$ cat src/rtl/rws_ram.sv
// Generic single-port-write, single-port-read RAM with registered read data.
// No dependencies.
module rws_ram #(
    parameter int W = 8,
    parameter int D = 64
) (
    input  logic                 i_clk,
    input  logic                 i_we,
    input  logic [$clog2(D)-1:0] i_waddr,
    input  logic [W-1:0]         i_wdata,
    input  logic [$clog2(D)-1:0] i_raddr,
    output logic [W-1:0]         o_rdata
);

    logic [W-1:0] r_mem [D];
    logic [W-1:0] r_rdata;

    always_ff @(posedge i_clk) begin
        if (i_we) begin
            r_mem[i_waddr] <= i_wdata;
        end
        r_rdata <= r_mem[i_raddr];
    end

    assign o_rdata = r_rdata;

endmodule

$ cat config.mk
export PLATFORM = sky130hd
export DESIGN_NAME = rws_ram
export DESIGN_NICKNAME = d
export VERILOG_FILES = /design/src/rtl/rws_ram.sv
export SDC_FILE = /design/constraint.sdc
export NUM_CORES = 1
export LEC_CHECK = 0
export ABC_AREA = 1
export BUFFER_PORTS_ARGS = -buffer_cell sky130_fd_sc_hd__buf_2
export CAP_MARGIN = 25
export CORE_MARGIN = 2
export CORE_UTILIZATION = 57
export DETAILED_ROUTE_END_ITERATION = 8
export PLACE_DENSITY_LB_ADDON = 0.15
export SLEW_MARGIN = 40
export SYNTH_ARGS = -nofsm -noshare
export SYNTH_HDL_FRONTEND = slang
export SYNTH_SLANG_ARGS = --single-unit
$ cat constraint.sdc
create_clock -name i_clk -period 3.45 [get_ports i_clk]
set_input_delay 0.1725 -clock i_clk [delete_from_list [all_inputs] [get_ports i_clk]]
set_output_delay 0.1725 -clock i_clk [all_outputs]
set_load 0.03 [all_outputs]
* After elaboration in Yosys (flattened, before gate mapping)
Memory sizes are Yosys's and may differ from the RTL's. A register that Yosys moved wholly into a read port is not among the register bits.
Cells that the tools add are included.
** Operators by class
- Shift operators :: 0
- Multipliers :: 0
- Eq/ne operators :: 0
- Bitwise gates (word level) :: 0
- Magnitude comparators :: 0
- Add/subtract/negate cells :: 0
- Multiplexer cells :: 2
- Divide/modulo/power cells :: 0
- Reduce and logical (&&, ||, !) cells :: 0
** Operators by type and width (number)
- 1-bit two-way mux :: 2
** Storage, ports and cells
- Bits in registers :: 0
- Bits of input ports :: 22
- Word-level logic and storage cells :: 3
- Output and inout bits :: 8
- Bits in latches :: 0
- Bits in writable memories :: 512
- Memories kept :: 1
- Memory bits (read-only) :: 0
** Memory list
- r_mem :: depth 64, width 8, rd ports 1, clocked after memory_dff 1, write ports 1, RTL line 15 : logic [W-1:0] r_mem [D];

* Depth between registers and ports, before layout
Gate-level depths: netlist of the first run.
- Word-level depth :: 2
- Depth in mapped cells :: 12
- Depth with buffers taken out :: 9

* Worst setup path after synthesis of the first run
OpenSTA, ideal clock, no wires.
- Path type :: input -> register
- From :: input i_we
- To :: memory r_mem[48][0] (enable)
- Stages :: 3
- Library setup time :: 395 ps
- Arrival time :: 1544 ps
- Buffers on the path :: 1
- Setup slack :: 1511 ps
- Data required time :: 3055 ps
- Path through :: clkbuf_1 -> nand4_1 -> nor4_1
** On the way
- Word-level cells in the longest chain between the ends :: 2
** Ends and longest elaborated chain
- start, declared :: RTL line 8 : input logic i_we,
- 1-bit two-way mux :: RTL line 19 : if (i_we) begin
- 1-bit two-way mux (implied by the code) :: RTL line 20 : r_mem[i_waddr] <= i_wdata;
- end, declared :: RTL line 15
No other way between the ends.

==> results.py, run 1 <==
metrics = {
    "clock_network": {
        "cts_tree": "built",
        "clock_latency_ns": 0.58,
        "clockBufferDepth": 3,
        "clkSlewWorstSetupHoldPaths_ns": 0.06,
        "root_buffer": "clkbuf_16",
        "cts_sinks": 520,
        "h-tree-depth": 2,
        "cts_buffers": 52,
    },
    "die": {
        "dieArea_um2": 39000,
        "initial_core_util": 0.5815,
        "pin_count": 30,
        "die_h_um": 197.5,
        "die_w_um": 197.5,
        "core-area_um2": 36700,
        "rows": 70,
    },
    "timing": {
        "timing.setup.tns_ns": 0,
        "layout_setup_ws_ns": 1.504,
        "grt_setup_unrepaired": "false",
        "hold_viol": 0,
        "finalSetupViolCount": 0,
        "post-route-min-period_ns": 1.946,
        "min_period_over_period": 0.5641,
        "relSlewSlack": 0.4498,
        "worst_pin_slew_ns": 0.8229,
        "finClkSkew_ns": 0.009748,
        "slew_viol_final": 0,
        "max_freq_mhz": 513.9,
        "whs_ns": 0.07653,
    },
    "setup_path": {
        "rr_worst_depth": 8,
        "crit_type": "in -> reg",
        "cp-start-kind": "input port",
        "reg2reg_slack_ns": 1.99,
        "cp-end-kind": "flip-flop",
        "cp.required_ns": 3.98,
        "worstPathMaxFanout": 121,
        "worstSetupEndpoint": "o_rdata[5]",
        "crit_start": "i_raddr[0]",
        "rr_startpoint": "r_mem[59][5]",
        "rr_endpoint": "o_rdata[5]",
        "worst_ep_arrival_time_ns": 2.48,
    },
    "synthesis": {
        "synth-seq-cells": 520,
        "synth_commonest_cells": "nand2_1, edfxtp_1, nand3_1",
        "synth_edf_count": 512,
        "yosys.cell_count.top_type": "nand2_1",
        "yosys_warnings": 0,
        "synth-async-reset-ratio": 0,
        "synth_area_um2": 21340,
        "ys.flop_type": "edfxtp_1",
        "synth.distinct_cells": 16,
        "yosys.area.top_type": "edfxtp_1",
        "synth_area_leaders": "edfxtp_1, nand2_1, nand3_1",
        "ys_seq_area_frac": 0.7280,
        "syn_area_per_cell_um2": 11.82,
        "syn_inst": 1805,
        "synth_fp_nets": 1827,
        "synth_top_area_share": 0.7205,
    },
    "job": {
        "drv_cap": 0,
    },
    "routing": {
        "vias": 13940,
        "firstDrtPassIters": 5,
        "antenna_left": 0,
        "routed_wl_mm": 52.82,
        "via_per_inst": 5.977,
        "drc_errors": 0,
        "wl_per_cell_um": 22.65,
        "drt_iter0_drc": 1515,
    },
    "finish": {
        "areaGrowthSynthToFinish_pct": 10.18,
        "antenna-diode-count": 0,
        "drive_gt1_frac": 0.08584,
        "finalNetCount": 1845,
        "stdcell_count": 2332,
        "final_util": 0.6407,
        "design_area_um2": 23510,
        "nFillCells": 2765,
    },
    "global_routing": {
        "grt_pass1_vias": 13100,
        "grt_max_degree": 122,
        "antenna_found_initial": 0,
        "grt-ovfl-total": 0,
        "groute.usage.overall": 0.2744,
        "grt_pass1_wl_mm": 79.24,
    },
    "placement": {
        "port_buffers": 29,
        "dp_hpwl_mm": 29.81,
        "dp_slack_ns": 0.9980,
        "placed_cells": 2235,
        "postPlaceCellArea_um2": 21700,
        "place_congestion": 0.9082,
    },
    "worst_hold_path": {
        "min_path_type": "in -> reg",
    },
    "status": {
        "status": "finished, final reports clean",
    },
    "pwr": {
        "power_mw": 13.65,
        "peakVddDrop_mv": 0.4103,
        "power_density_nw_per_um2": 580.5,
        "p_leak_nw": 8.498,
    },
}
==> worst min-delay path by stage <==
stage	start	to	slack [ns]	cells after the start
6_report	i_wdata[5]	r_mem[63][5]	0.08	1
2_1_floorplan	i_wdata[0]	r_mem[0][0]	0.27	0
3_5_place_dp	i_raddr[5]	o_rdata[2]	0.58	3
4_1_cts	i_wdata[5]	r_mem[27][5]	0.07	1
5_1_grt	i_wdata[5]	r_mem[57][5]	0.1	1
3_3_place_gp	i_raddr[5]	o_rdata[2]	0.58	3
==> layout by cell type, fill, tap and decap left out, drive strengths merged <==
cell	n
dfxtp	8
edfxtp	512
clkbuf	63
bufinv	9
nand4	9
clkinvlp	2
nand2	648
nand3	439
nor2	56
clkinv	21
inv	12
buf	76
nor4	8
dlygate4sd3	1
==> state kept, by name, summed over array words and instances (netlist names) <==
signal   cells
o_rdata      8
r_mem      512
==> routing by layer <==
layer	vias to the layer above	GRT usage	part of all wire
li1	6379	-	-
met1	6772	0.3937	0.41
met2	699	0.4341	0.47
met3	88	0.05173	0.098
met4	0	0.07686	0.022
met5	-	0	0
==> worst max-delay path, stage by stage <==
cell     delay, ns
buf_6         0.34
buf_12        0.41
buf_16        0.39
nand2_1       0.10
nand3_1       0.11
nand3_1       0.15
nand2_1       0.12
nand2_1       0.05
nand3_1       0.24
nand3_1       0.12
nand2_1       0.07
==> logic make-up (layout without fill, tap and decap cells) <==
kind of cell / Yosys count / after routing / share of synthesized area
AND/OR/NAND/NOR: 1160 / 1160 / 0.2318
flip-flops: 520 / 520 / 0.7280
buffers and inverters: 125 / 184 / 0.04022
==> report_power, final <==
group          internal (mW)  switching [mW]
registers               6.99          0.0146
logic                  0.201           0.640
clock network           3.48            2.32
total                   10.7            2.98
==> timing repair <==
item,CTS,global route
buffers inserted,0,0
hold endpoints to repair,5,0
resized for setup,0,0
hold buffers,1,0
==> cell type report <==
type                    instances  area [um^2]  area share
multi-input cells            1160         4961      0.2110
clock buffers                  63         1364     0.05800
repair buffers                 77        628.1     0.02671
well taps                     468        585.6     0.02490
clock inverters                32        384.1     0.01634
flip-flops and latches        520        15530      0.6607
inverters                      12        55.05    0.002341
(Power assumes the default switching activity.)
==> run 2, diff against run 1 <==
==> constraint.sdc (replaced) <==
create_clock -name i_clk -period 1.6 [get_ports i_clk]
set_input_delay 0.08 -clock i_clk [delete_from_list [all_inputs] [get_ports i_clk]]
set_output_delay 0.08 -clock i_clk [all_outputs]
set_load 0.03 [all_outputs]
==> results.py, run 2 (synthesis results as in run 1) <==
metrics = {
    "setup_path": {
        "crit_type": "reg -> reg",
        "reg2reg_slack_ns": 0.23,
        "worstPathMaxFanout": 1,
        "worst_ep_arrival_time_ns": 1.84,
        "cp.required_ns": 2.07,
        "cp-end-kind": "flip-flop",
        "cp-start-kind": "flip-flop",
    },
    "timing": {
        "finalSetupViolCount": 0,
        "slew_viol_final": 0,
        "min_period_over_period": 0.8556,
        "worst_pin_slew_ns": 0.8196,
        "relSlewSlack": 0.4536,
        "max_freq_mhz": 730.5,
        "finClkSkew_ns": 0.02227,
        "post-route-min-period_ns": 1.369,
        "timing.setup.tns_ns": 0,
        "hold_viol": 0,
        "whs_ns": 0.01851,
        "grt_setup_unrepaired": "false",
    },
    "die": {
        "initial_core_util": 0.5815,
        "pin_count": 30,
        "core-area_um2": 36700,
        "die_w_um": 197.5,
        "rows": 70,
        "dieArea_um2": 39000,
        "die_h_um": 197.5,
    },
    "placement": {
        "port_buffers": 29,
        "dp_hpwl_mm": 32.04,
        "place_congestion": 0.8767,
    },
    "routing": {
        "drc_errors": 0,
        "wl_per_cell_um": 22.11,
        "drt_iter0_drc": 1755,
        "firstDrtPassIters": 6,
        "routed_wl_mm": 53.48,
        "via_per_inst": 5.882,
        "antenna_left": 0,
        "vias": 14230,
    },
    "finish": {
        "finalNetCount": 1930,
        "regArea_um2": 15530,
        "areaGrowthSynthToFinish_pct": 13.87,
        "largest_reg_flops": 512,
        "final_cell_mix": "nand2_1, edfxtp_1, nand3_1",
        "drive_gt1_frac": 0.1241,
        "multiInputGateArea_um2": 4946,
        "nFillCells": 2713,
        "top_register": "r_mem",
        "final_common_cell": "nand2_1",
    },
    "clock_network": {
        "ctsResizeCount": 0,
        "cts_buffers": 52,
        "clkSlewWorstSetupHoldPaths_ns": 0.06,
        "cts_sinks": 520,
        "h-tree-depth": 2,
        "cts_tree": "built",
        "clock_latency_ns": 0.59,
        "root_buffer": "clkbuf_16",
        "clockBufferDepth": 3,
    },
    "global_routing": {
        "antenna_found_initial": 2,
        "grt_max_degree": 81,
        "grt-ovfl-total": 0,
        "grt_pass1_wl_mm": 81.64,
        "groute.usage.overall": 0.2823,
        "grt_pass1_vias": 13680,
    },
    "pwr": {
        "power_density_nw_per_um2": 1203,
        "peakVddDrop_mv": 0.8158,
        "power_mw": 29.23,
        "p_leak_nw": 8.994,
    },
    "job": {
        "drv_cap": 0,
    },
    "worst_hold_path": {
        "min_path_type": "in -> reg",
    },
    "status": {
        "status": "finished, final reports clean",
    },
}
-- run 2: worst paths after layout --
| kind | end | cells past startpoint | startpoint |
|---|---|---|---|
| setup / recovery | o_rdata[4] | 8 | r_mem[57][4] |
| hold / removal | r_mem[41][4] | 2 | i_wdata[4] |
| setup reg to reg | o_rdata[4] | 8 | r_mem[57][4] |
| hold reg to reg | o_rdata[3] | 8 | r_mem[62][3] |
-- run 2: worst max-delay path: stages (launching register included) --
cell,delay [ns]
edfxtp_1,0.38
nand2_1,0.08
nand3_1,0.12
nand3_1,0.10
nand2_1,0.06
nand2_1,0.06
nand3_1,0.19
nand3_1,0.19
nand2_1,0.07
-- run 2: cell type report --
class,instances,share of cell area
Sequential cell,520,0.6393
Multi-Input combinational cell,1160,0.2036
Timing Repair Buffer,162,0.06040
Clock buffer,57,0.05520
Tap cell,468,0.02410
Clock inverter,39,0.01514
Inverter,12,0.002163
Antenna cell,1,0.0001030
-- run 2: power breakdown --
group / total (mW) / switching [mW] / internal (mW)
sequential: 15.1 / 0.0519 / 15.1
combinational: 1.94 / 1.39 / 0.552
clock: 12.2 / 5.01 / 7.15
total: 29.2 / 6.45 / 22.8
-- run 2: timing repair --
action | CTS | global route
hold endpoints to repair | 8 | 0
hold buffers | 1 | 0
buffers inserted | 0 | 0
endpoints found under the setup margin | 0 | 0
-- run 2: routing by layer --
metal / vias up / routed length (um) / share of wire / global-route usage
met4: 0 / 1347 / 0.025 / 0.08744
met3: 84 / 4808 / 0.090 / 0.04934
li1: 6553 / - / - / -
met1: 6921 / 21810 / 0.41 / 0.4049
met5: - / 0 / 0 / 0
met2: 670 / 25510 / 0.48 / 0.4459
-- run 2: stage by stage --
step,cells,util,setup WS (ns),instance area [um^2]
after CTS,2418,0.6621,0.2373,24300
after floorplan,1805,-,-0.2461,21340
after detailed placement,2321,0.6152,-0.06861,22580
after global placement,2321,0.6152,-0.08423,22580
final,2419,0.6621,0.2311,24300
after global routing,2419,0.6621,0.1072,24300
